--- src/ess_pkg.sv ---
`timescale 1ns / 1ps

package ess_pkg;

  // Payload widths on the stream ports (fields packed up to whole bytes).
  localparam int InDataWidth  = 80;
  localparam int InFieldBits  = 79;
  localparam int OutDataWidth = 16;
  localparam int OutFieldBits = 12;

  // Configuration port.
  localparam int CfgIndexWidth = 3;
  localparam int CfgDataWidth  = 15;

  // Register values after reset.
  localparam logic signed [7:0] CabinSetpointReset = 8'sd22;
  localparam logic [4:0]        MaxTempExcessReset = 5'd5;
  localparam logic signed [8:0] EngineTempMinReset = 9'sd70;
  localparam logic signed [8:0] EngineTempMaxReset = 9'sd105;
  localparam logic [14:0]       MinBatteryMvReset  = 15'd12200;
  localparam logic [9:0]        MinSocReset        = 10'd700;
  localparam logic [9:0]        MaxTiltReset       = 10'd50;
  localparam logic [7:0]        RestartTimeoutReset = 8'd10;

  // Saturation value of the restart period counter.
  localparam logic [7:0] PeriodsMax = 8'd255;

  // Register indexes on the configuration port.
  typedef enum logic [CfgIndexWidth-1:0] {
    CFG_CABIN_SETPOINT  = 3'd0,
    CFG_MAX_TEMP_EXCESS = 3'd1,
    CFG_ENGINE_TEMP_MIN = 3'd2,
    CFG_ENGINE_TEMP_MAX = 3'd3,
    CFG_MIN_BATTERY_MV  = 3'd4,
    CFG_MIN_SOC         = 3'd5,
    CFG_MAX_TILT        = 3'd6,
    CFG_RESTART_TIMEOUT = 3'd7
  } cfg_idx_t;

  // Restart command codes.
  typedef enum logic [1:0] {
    CMD_NONE    = 2'd0,
    CMD_RESTART = 2'd1,
    CMD_ABORT   = 2'd2
  } cmd_t;

  // Fault codes.
  typedef enum logic [1:0] {
    FAULT_NONE         = 2'd0,
    FAULT_LOW_BATTERY  = 2'd1,
    FAULT_BATTERY_DROP = 2'd2
  } fault_t;

  // Configuration register set.
  typedef struct packed {
    logic signed [7:0] cabin_setpoint;
    logic [4:0]        max_temp_excess;
    logic signed [8:0] engine_temp_min;
    logic signed [8:0] engine_temp_max;
    logic [14:0]       min_battery_mv;
    logic [9:0]        min_soc_tenths;
    logic [9:0]        max_tilt_tenths;
    logic [7:0]        restart_timeout;
  } cfg_t;

  // One vehicle sample, first field in the highest bits.
  typedef struct packed {
    logic signed [8:0] engine_temp;
    logic [14:0]       battery_mv;
    logic [9:0]        battery_soc;
    logic [9:0]        body_tilt;
    logic              door_ajar;
    logic signed [7:0] outside_temp;
    logic signed [7:0] cabin_temp;
    logic [2:0]        gear;
    logic              brake_pressed;
    logic              accel_pressed;
    logic [11:0]       speed;
    logic              enable;
  } item_t;

  // One result, first field in the highest bits.
  typedef struct packed {
    logic [5:0] condition_mask;
    fault_t     fault_code;
    logic       restart_busy;
    cmd_t       restart_command;
    logic       stop_active;
  } result_t;

endpackage

--- src/ess_cfg_regs.sv ---
`timescale 1ns / 1ps

module ess_cfg_regs (
  input  logic                                 clk,
  input  logic                                 rst,
  input  logic                                 cfg_valid,
  output logic                                 cfg_ready,
  input  logic [ess_pkg::CfgIndexWidth-1:0]    cfg_index,
  input  logic [ess_pkg::CfgDataWidth-1:0]     cfg_data,
  output ess_pkg::cfg_t                        cfg
);

  ess_pkg::cfg_idx_t idx;

  // Writes are always taken.
  assign cfg_ready = 1'b1;
  assign idx       = ess_pkg::cfg_idx_t'(cfg_index);

  // Register file, each write keeps the low bits of the data word.
  always_ff @(posedge clk) begin
    if (rst) begin
      cfg.cabin_setpoint  <= ess_pkg::CabinSetpointReset;
      cfg.max_temp_excess <= ess_pkg::MaxTempExcessReset;
      cfg.engine_temp_min <= ess_pkg::EngineTempMinReset;
      cfg.engine_temp_max <= ess_pkg::EngineTempMaxReset;
      cfg.min_battery_mv  <= ess_pkg::MinBatteryMvReset;
      cfg.min_soc_tenths  <= ess_pkg::MinSocReset;
      cfg.max_tilt_tenths <= ess_pkg::MaxTiltReset;
      cfg.restart_timeout <= ess_pkg::RestartTimeoutReset;
    end else if (cfg_valid) begin
      case (idx)
        ess_pkg::CFG_CABIN_SETPOINT:  cfg.cabin_setpoint  <= cfg_data[7:0];
        ess_pkg::CFG_MAX_TEMP_EXCESS: cfg.max_temp_excess <= cfg_data[4:0];
        ess_pkg::CFG_ENGINE_TEMP_MIN: cfg.engine_temp_min <= cfg_data[8:0];
        ess_pkg::CFG_ENGINE_TEMP_MAX: cfg.engine_temp_max <= cfg_data[8:0];
        ess_pkg::CFG_MIN_BATTERY_MV:  cfg.min_battery_mv  <= cfg_data[14:0];
        ess_pkg::CFG_MIN_SOC:         cfg.min_soc_tenths  <= cfg_data[9:0];
        ess_pkg::CFG_MAX_TILT:        cfg.max_tilt_tenths <= cfg_data[9:0];
        ess_pkg::CFG_RESTART_TIMEOUT: cfg.restart_timeout <= cfg_data[7:0];
        default: begin
        end
      endcase
    end
  end

endmodule

--- src/ess_core.sv ---
`timescale 1ns / 1ps

module ess_core (
  input  logic              clk,
  input  logic              rst,
  input  logic              step,
  input  ess_pkg::item_t    item,
  input  ess_pkg::cfg_t     cfg,
  output ess_pkg::result_t  result
);

  // Controller state.
  logic       active_flag;
  logic       restarting_flag;
  logic       last_brake;
  logic       last_accel;
  logic [7:0] restart_periods;

  logic       active_flag_next;
  logic       restarting_flag_next;
  logic       last_brake_next;
  logic       last_accel_next;
  logic [7:0] restart_periods_next;

  logic signed [9:0] cabin_limit;
  logic signed [9:0] t_int_wide;
  logic c1, c2, c3, c4, c5, c6;
  logic trigger;
  logic battery_ok;
  logic busy_now;
  logic [7:0] periods_now;

  // Condition checks on the sample.
  always_comb begin
    cabin_limit = {{2{cfg.cabin_setpoint[7]}}, cfg.cabin_setpoint}
                + $signed({5'b0, cfg.max_temp_excess});
    t_int_wide  = {{2{item.cabin_temp[7]}}, item.cabin_temp};
    c1 = (item.speed == 12'd0) && !item.accel_pressed && item.brake_pressed
         && (item.gear == 3'd0);
    c2 = (t_int_wide <= cabin_limit) && (item.outside_temp <= cfg.cabin_setpoint);
    c3 = ((item.engine_temp >= cfg.engine_temp_min)
          && (item.engine_temp <= cfg.engine_temp_max)) || active_flag;
    c4 = (item.battery_soc >= cfg.min_soc_tenths)
         || (item.battery_mv > cfg.min_battery_mv);
    c5 = !item.door_ajar;
    c6 = item.body_tilt <= cfg.max_tilt_tenths;
    battery_ok = (item.battery_mv >= cfg.min_battery_mv)
                 && (item.battery_soc >= cfg.min_soc_tenths);
    trigger = active_flag && !restarting_flag
              && ((last_brake && !item.brake_pressed)
                  || (!last_accel && item.accel_pressed));
  end

  // Next state and result.
  always_comb begin
    active_flag_next     = active_flag;
    restarting_flag_next = restarting_flag;
    last_brake_next      = last_brake;
    last_accel_next      = last_accel;
    restart_periods_next = restart_periods;
    busy_now             = restarting_flag;
    periods_now          = restart_periods;

    result.stop_active     = active_flag;
    result.restart_command = ess_pkg::CMD_NONE;
    result.restart_busy    = restarting_flag;
    result.fault_code      = ess_pkg::FAULT_NONE;
    result.condition_mask  = 6'd0;

    if (item.enable) begin
      result.condition_mask = {c6, c5, c4, c3, c2, c1};
      active_flag_next      = c1 && c2 && c3 && c4 && c5 && c6;
      last_brake_next       = item.brake_pressed;
      last_accel_next       = item.accel_pressed;

      // Pedal event while active starts a restart or flags a weak battery.
      if (trigger) begin
        if (battery_ok) begin
          result.restart_command = ess_pkg::CMD_RESTART;
          busy_now               = 1'b1;
          periods_now            = 8'd0;
        end else begin
          result.fault_code = ess_pkg::FAULT_LOW_BATTERY;
        end
      end

      // Restart in progress: finish on timeout, abort on voltage drop.
      restarting_flag_next = busy_now;
      restart_periods_next = periods_now;
      if (busy_now) begin
        if (periods_now >= cfg.restart_timeout) begin
          restarting_flag_next = 1'b0;
        end else if (item.battery_mv < cfg.min_battery_mv) begin
          result.restart_command = ess_pkg::CMD_ABORT;
          result.fault_code      = ess_pkg::FAULT_BATTERY_DROP;
          restarting_flag_next   = 1'b0;
        end else if (periods_now < ess_pkg::PeriodsMax) begin
          restart_periods_next = periods_now + 8'd1;
        end
      end

      result.stop_active  = active_flag_next;
      result.restart_busy = restarting_flag_next;
    end
  end

  // State update once per processed sample.
  always_ff @(posedge clk) begin
    if (rst) begin
      active_flag     <= 1'b0;
      restarting_flag <= 1'b0;
      last_brake      <= 1'b0;
      last_accel      <= 1'b0;
      restart_periods <= 8'd0;
    end else if (step) begin
      active_flag     <= active_flag_next;
      restarting_flag <= restarting_flag_next;
      last_brake      <= last_brake_next;
      last_accel      <= last_accel_next;
      restart_periods <= restart_periods_next;
    end
  end

endmodule

--- src/engine_stop_start_controller.sv ---
`timescale 1ns / 1ps

// Engine stop-start controller.
// One vehicle sample enters on the s_ stream per control period; each sample
// gives exactly one result on the m_ stream (active flag, restart command,
// restart busy, fault code and the six condition bits).
// Limits are set through the cfg write channel (index 0..7, data in the low
// bits); cfg_ready is always high. Write them only while no sample is in
// flight.
// An accepted sample is registered in the input stage; its result is then
// registered in the result stage and shown on m_tvalid. Throughput is one
// sample per cycle while the receiver keeps m_tready high: a registered input
// stage and a registered result stage surround a single pass of compare
// logic, and the controller state updates in that pass.
// When the receiver holds m_tready low, the result stays put and the input
// stage still takes one more sample; after that s_tready drops until the
// result is taken.
// Synchronous reset empties both stages, clears all flags and counters and
// loads the default limits.
module engine_stop_start_controller (
  input  logic                                  clk,
  input  logic                                  rst,
  input  logic                                  s_tvalid,
  output logic                                  s_tready,
  // enable, speed, accel_pressed, brake_pressed, gear, cabin_temp,
  // outside_temp, door_ajar, body_tilt, battery_soc, battery_mv, engine_temp
  input  logic [ess_pkg::InDataWidth-1:0]       s_tdata,
  output logic                                  m_tvalid,
  input  logic                                  m_tready,
  // stop_active, restart_command, restart_busy, fault_code, condition_mask
  output logic [ess_pkg::OutDataWidth-1:0]      m_tdata,
  input  logic                                  cfg_valid,
  output logic                                  cfg_ready,
  input  logic [ess_pkg::CfgIndexWidth-1:0]     cfg_index,
  input  logic [ess_pkg::CfgDataWidth-1:0]      cfg_data
);

  ess_pkg::cfg_t    cfg;
  ess_pkg::item_t   item_q;
  ess_pkg::result_t result;
  ess_pkg::result_t result_q;
  logic             item_valid;
  logic             advance;

  ess_cfg_regs u_cfg (
    .clk       (clk),
    .rst       (rst),
    .cfg_valid (cfg_valid),
    .cfg_ready (cfg_ready),
    .cfg_index (cfg_index),
    .cfg_data  (cfg_data),
    .cfg       (cfg)
  );

  ess_core u_core (
    .clk    (clk),
    .rst    (rst),
    .step   (advance),
    .item   (item_q),
    .cfg    (cfg),
    .result (result)
  );

  // The held sample moves on whenever the result stage is free or drains.
  assign advance  = item_valid && (!m_tvalid || m_tready);
  assign s_tready = !item_valid || advance;

  // Input stage.
  always_ff @(posedge clk) begin
    if (rst) begin
      item_valid <= 1'b0;
    end else if (s_tready) begin
      item_valid <= s_tvalid;
    end
  end

  always_ff @(posedge clk) begin
    if (s_tvalid && s_tready) begin
      item_q <= ess_pkg::item_t'(s_tdata[ess_pkg::InFieldBits-1:0]);
    end
  end

  // Result stage.
  always_ff @(posedge clk) begin
    if (rst) begin
      m_tvalid <= 1'b0;
    end else if (!m_tvalid || m_tready) begin
      m_tvalid <= item_valid;
    end
  end

  always_ff @(posedge clk) begin
    if (advance) begin
      result_q <= result;
    end
  end

  assign m_tdata = {{(ess_pkg::OutDataWidth - ess_pkg::OutFieldBits){1'b0}}, result_q};

endmodule

--- config.mk ---
export PLATFORM = sky130hd
export DESIGN_NAME = engine_stop_start_controller
export DESIGN_NICKNAME = d
export VERILOG_FILES = /design/src/ess_pkg.sv /design/src/ess_cfg_regs.sv /design/src/ess_core.sv /design/src/engine_stop_start_controller.sv
export SDC_FILE = /design/constraint.sdc
export NUM_CORES = 1
export LEC_CHECK = 0
export BUFFER_PORTS_ARGS = -buffer_cell sky130_fd_sc_hd__buf_2
export CAP_MARGIN = 20
export CORE_ASPECT_RATIO = 1.4
export CORE_MARGIN = 10
export CORE_UTILIZATION = 50
export DETAILED_ROUTE_END_ITERATION = 6
export PLACE_DENSITY = 0.71
export SLEW_MARGIN = 20
export SYNTH_ARGS = -nofsm -noshare
export SYNTH_HDL_FRONTEND = slang
export SYNTH_SLANG_ARGS = --single-unit
--- constraint.sdc ---
create_clock -name clk -period 5.6 [get_ports clk]
set_clock_uncertainty 0.15 [all_clocks]
set_input_delay 0.56 -clock clk [delete_from_list [all_inputs] [get_ports clk]]
set_output_delay 0.56 -clock clk [all_outputs]
set_load 0.005 [all_outputs]
* Word level (Yosys, flattened, before mapping)
Cells that the tools add are included.
** Word-level totals
- Flip-flop bits (word level) :: 179
- Logic and storage cells :: 117
- Input port bits :: 103
- Output and inout port bits :: 19
** Operators by class
- Order comparisons :: 11
- Reduce and logical (&&, ||, !) cells :: 41
- Multiplexer cells :: 24
- Add/subtract/negate cells :: 2
- Equality and inequality tests :: 7
** Operators with widths (number)
- $mux 8 :: 7
- $reduce_and 2->1 :: 9
- $logic_and 1x1->1 :: 17
- $mux 2 :: 8
- $ge 15x15->1 :: 1
- $gt 15x15->1 :: 1
- $lt 15x15->1 :: 1
- $eq 3x3->1 const B :: 4
- $logic_not 12->1 :: 1
- $ge 10x10->1 :: 1
- $le 10x10->1 :: 1
- $add 8x6->9 :: 1
- $ge 9x9->1 :: 1
- $le 8x9->1 :: 1
- $le 9x9->1 :: 1
- $add 8x1->8 const B :: 1
- $ge 8x8->1 :: 1
- $le 8x8->1 :: 1
- $lt 8x8->1 const B :: 1
- $mux 1 :: 8
- $logic_not 1->1 :: 7
- $eq 3x2->1 const B :: 2
- $logic_not 3->1 :: 2
- $logic_or 1x1->1 :: 5
- other kinds (2) :: 2

* Longest topological paths before layout
- Word-level depth :: 11
- Mapped depth :: 20
- Gate-level depth less buffers :: 17

* Cells and area by module
A second synthesis with hierarchy kept.
** Second synthesis, totals
- Cell total of the unflattened synthesis :: 817
- Area, all modules :: 8953.6 µm²
** By module, submodules not included
- ess_core :: instances 1, area an instance 3133.0 µm², seq. area each 240.2 µm², cells an instance 428
- ess_cfg_regs :: instances 1, area an instance 2950.3 µm², seq. area each 1481.4 µm², cells an instance 283
- engine_stop_start_controller :: instances 1, area an instance 2870.3 µm², seq. area each 2772.7 µm², cells an instance 106

* Least setup slack after synthesis
OpenSTA, ideal clock, no wires.
- Path kind :: register -> register
- Start :: reg item_q[50] (netlist bit)
- End :: reg u_core.restart_periods[2]
- Path slack :: 1.308 ns
- Data required time :: 5.319 ns
- Library setup time :: 0.131 ns
- Buffers on the path :: 3
- Period minus slack after synthesis :: 4.292 ns
- Data arrival time :: 4.011 ns
- Cell stages (with the launch flop) :: 20
- Cells stage by stage :: edfxtp_1 -> ha_1 -> and3_4 -> a221oi_2 -> nor2_1 -> or4_4 -> buf_6 -> nand3_4 -> buf_4 -> nand2_1 -> ha_1 -> nand2b_4 -> a21oi_2 -> o21bai_1 -> a221o_1 -> a211o_1 -> buf_4 -> nor4_4 -> a21o_1 -> a21oi_2
** Between the ends
- Word-level cells in the longest chain between the ends :: 10
- Elaborated cells between the ends (all ways) :: 15
- Classes of those cells :: 1 x add/sub; 3 x order compare; 10 x mux; 1 x reduce/logical
** Ends and longest elaborated chain
- start, declared :: line engine_stop_start_controller.sv:39 : ess_pkg::item_t item_q;
- start signal, assigned :: line engine_stop_start_controller.sv:79 : item_q <= ess_pkg::item_t'(s_tdata[ess_pkg::InFieldBits-1:0]);
- $ge 10x10->1 * :: line ess_core.sv:48 : && (item.battery_soc >= cfg.min_soc_tenths);
- $logic_and 1x1->1 * :: line ess_core.sv:48
- $mux 8 :: line ess_core.sv:78 : if (battery_ok) begin
- $mux 8 :: line ess_core.sv:77 : if (trigger) begin
- $mux 8 :: line ess_core.sv:70 : if (item.enable) begin
- $add 8x1->8 / $lt 8x8->1 (equally long branches) :: line ess_core.sv:98, ess_core.sv:97
- $mux 8 :: line ess_core.sv:97 : end else if (periods_now < ess_pkg::PeriodsMax) begin
- $mux 8 :: line ess_core.sv:93 : end else if (item.battery_mv < cfg.min_battery_mv) begin
- $mux 8 :: line ess_core.sv:91 : if (periods_now >= cfg.restart_timeout) begin
- $mux 8 * :: line ess_core.sv:90 : if (busy_now) begin
- end signal, assigned :: line ess_core.sv:120 : restart_periods <= restart_periods_next;
- end, declared :: line ess_core.sv:17 : logic [7:0] restart_periods;
Every way passes the cells marked *; elsewhere a longest branch is shown, timed or not. The select of a mux whose other input is x is not followed.
A chain may end at the register's enable or synchronous reset.

* Worst setup path in the final report
- Start :: reg u_cfg.cfg[34] (netlist name)
- End :: reg u_core.restart_periods[0]
** Between the ends
- Word-level cells in the longest chain between the ends :: 10
- Elaborated cells between the ends (all ways) :: 16
- Classes of those cells :: 1 x add/sub; 4 x order compare; 10 x mux; 1 x reduce/logical
** Ends and longest elaborated chain
- $ge 15x15->1 :: line ess_core.sv:47 : battery_ok = (item.battery_mv >= cfg.min_battery_mv)
- $logic_and 1x1->1 :: line ess_core.sv:48
- $mux 8 :: line ess_core.sv:78
- $mux 8 :: line ess_core.sv:77
- $mux 8 :: line ess_core.sv:70
- $add 8x1->8 / $lt 8x8->1 (equally long branches) :: line ess_core.sv:98, ess_core.sv:97
- $mux 8 :: line ess_core.sv:97
- $mux 8 :: line ess_core.sv:93
- $mux 8 :: line ess_core.sv:91
- $mux 8 * :: line ess_core.sv:90
Marked as above.

==> key figures <==
Synthesis
  • Top_reg_cell synth: edfxtp_1
  • Cell count after synthesis: 820
  • Post-Synthesis Cell Area: 0.008625 mm2
  • Synth area leaders: edfxtp_1, dfxtp_1, ha_1
  • Post-Syn Area per Cell: 10.52 um2
  • Post-synth EDFFs: 91
  • Ys async rst share: 0
  • Seq/Total Area, Yosys: 0.5211
  • Yosys top cell area share: 0.3168
  • Yosys cell types: 61
  • Yosys top cell by area: edfxtp_1
  • Synth warnings: 0
  • Post-synthesis register bit count: 179

STA
  • Slew HR: 0.2501
  • FMAX: 210.0 MHz
  • Endpoints failing setup: 0
  • Slew Viols, Final: 0
  • Setup_tns: 0 ns
  • Setup ws final: 0.8375 ns
  • Unrepaired setup endpoints after global routing: no
  • Crit share post-route: 0.8504
  • Slew at the pin closest to its max-slew limit: 1.121 ns
  • Final Hold Fails: 0
  • Post-layout minimum cycle time: 4.763 ns

Die
  • Die area: 0.02298 mm2
  • Initial Util: 0.5107
  • Die Y: 175.4 um
  • IO Count: 122
  • Die Wd: 131 um
  • Row count: 56
  • Core Area: 0.01689 mm2

Power
  • Leak: 0.004096 uW
  • Power Total: 2895 uW
  • NetSw: 660.4 uW
  • Maximum VDD drop: 0.2313 mV
  • Combinational Power Share: 0.087
  • Sequential Power Share: 0.503
  • Clk pwr share: 0.409
  • Pwr dens: 290.2 mW/mm2
  • Net Sw Frac: 0.2281
  • Cell internal pwr: 2235 uW

Final layout
  • # fillers: 1,459
  • Fin nets: 1,112
  • Area grow syn2layout: 15.70%
  • N_diodes: 0
  • Fraction of layout cells with a size suffix above 1: 0.1823
  • Post-route cell area: 0.009978 mm2
  • Fin util: 0.5909

GRT
  • Number of global-route vias before repair: 6,222
  • Busiest grt layer: met2
  • First-pass GRT wire length: 30,550 um
  • Initial antenna violation count: 0
  • Met2 Usage GRT: 0.2939
  • Met3 usage: 0.04280
  • Total GRT Usage: 0.1713
  • Gr ovfl total: 0
  • Met1 Use GR: 0.1988
  • Largest net degree at the start of global routing: 80

Clock network
  • Root buffer cell: clkbuf_16
  • CTS tree: done
  • Resized Gates After CTS: 0
  • Hold buffers post-CTS: 0
  • CTS Buffer Depth: 2
  • Clock-pin slew on the worst setup and hold paths: 0.07 ns
  • Post-CTS Setup Bufs: 0
  • TritonCTS Sinks: 179
  • Worst skew pair latency: 0.43 ns
  • H-tree depth: 4
  • Cts bufs inserted: 17

Placement
  • Port Buffers: 115
  • DPL Wire Length: 13,930 um
  • Placed standard-cell area: 0.009360 mm2
  • Pre-CTS setup slack: 0.8768 ns
  • Placer Congestion: 0.8550

Worst setup path
  • WP data required: 5.75 ns
  • Setup Crit Path Kind: register to register
  • Crit-path max cell delay: 0.55 ns
  • Critical Path End Type: register
  • Startpoint Class: register
  • Critical-path top delay cell: nand4_1
  • CP Cell Sequence: inv_1 > ha_1 > a21oi_1 > o21ai_0 > o21ai_0 > nand4_1 > nand3_4 > nand2_1 > ha_1 > nand2b_4 > a21oi_2 > o21bai_1 > a221o_1 > a211o_1 > nor4_4 > xor2_1 > nor2_1
  • Worst path arrival time: 4.91 ns
  • CP Buf/Inv Count: 1
  • Crit path max-delay family: simple AND/OR/NAND/NOR gates
  • Top fanout value on the critical path: 16

Flow run
  • MaxCap Viol Count: 0

Route
  • Final ANT Viol Nets: 0
  • Residual DRC: 0
  • Pre-antenna DRT Iters: 5
  • Final WL: 19,180 um
  • Vias/cell: 5.231
  • Drt wl/cell: 16.39 um
  • Detailed-route via count: 6,120
  • Initial DRC count: 470

Status
  • Status: finished, final reports clean

Min path
  • Hold Crit Class: primary input to register
## power groups by stage
stage	clock network [uW]	logic, uW	registers, uW
CTS	1210	254	1460
finish	1190	253	1460
global placement	0	242	1490
global route	1260	289	1460
detailed placement	0	251	1490
floorplan	0	163	1480
## stage by stage
step / instances / hold slack [ns]
after global placement: 1137 / 0.2876
final: 1170 / 0.1477
after floorplan: 823 / 0.2818
after CTS: 1169 / 0.1348
after detailed placement: 1137 / 0.2963
after global routing: 1170 / 0.1359
## layout make-up
cell class,instances,area (um2),share of cell area
Sequential cell,179,4494,0.4504
Multi-Input combinational cell,533,3696,0.3704
Timing Repair Buffer,119,625.6,0.06270
Clock buffer,26,524.3,0.05254
Tap cell,232,290.3,0.02909
Inverter,75,281.5,0.02821
Clock inverter,6,66.31,0.006646
## cells by family after synthesis
kind of cell / share of synthesized area
multiplexers: 0.02220
flip-flops: 0.5211
AND/OR/NAND/NOR: 0.1516
AO/OA/AOI/OAI: 0.1195
buffers and inverters: 0.05281
other: 0.0008708
XOR/XNOR: 0.009140
adder cells (fa/ha/maj): 0.1227
## synth_stat cells (4+ instances only)
cell type  number
edfxtp_1       91
dfxtp_1        88
ha_1           83
nor2_1         82
nand2_1        80
inv_1          74
a21oi_1        53
a211o_1        29
clkbuf_1       22
o21ai_0        22
mux2i_1        18
nand4_1        16
nor2b_1        12
nand3_1        11
nor3_1         11
o21a_1         10
nand2b_1        9
nor4_1          9
a21o_1          8
buf_4           7
nand3b_1        7
and2_1          6
xnor2_1         6
and3_1          5
clkbuf_2        4
## routing by layer
metal,wire length [um],part of all wire
met3,1018,0.053
met4,439,0.023
met5,0,0
met1,7951,0.41
met2,9773,0.51
## path summary, 6_finish.rpt
kind,startpoint,endpoint,slack [ns],cells after the start
worst max-delay path,u_cfg.cfg[34],u_core.restart_periods[0],0.84,17
worst max register to register,u_cfg.cfg[34],u_core.restart_periods[0],0.84,17
worst min register to register,u_cfg.cfg[17],u_cfg.cfg[17],0.30,2
worst min-delay path,s_tdata[76],item_q[76],0.15,1
## registers in the layout (all words and copies together), names as in the netlist
signal / cells
u_core.restarting_flag: 1
u_cfg.cfg: 74
item_valid: 1
m_tvalid: 1
u_core.last_accel: 1
u_core.restart_periods: 8
item_q: 79
u_core.active_flag: 1
u_core.last_brake: 1
m_tdata: 12
## placed cells by master (no fill, tap or decap), drive strengths merged, types with 3 or more instances in the layout
cell type  instances
conb               5
mux2i             18
edfxtp            91
nand3             12
a21oi             55
and2               7
buf              119
a31oi              6
o21ai             24
or3                3
a211o             29
nand3b             7
a211oi             3
xnor2              6
nand4             16
dfxtp             88
nor3              11
nand2b            10
nand2             80
nor4              10
clkbuf            26
nor2b             12
and3               6
nor2              84
xor2               3
o21a              10
a21o               8
inv               75
clkinv             4
ha                83
No activity file was read; power rests on OpenSTA's default activity.
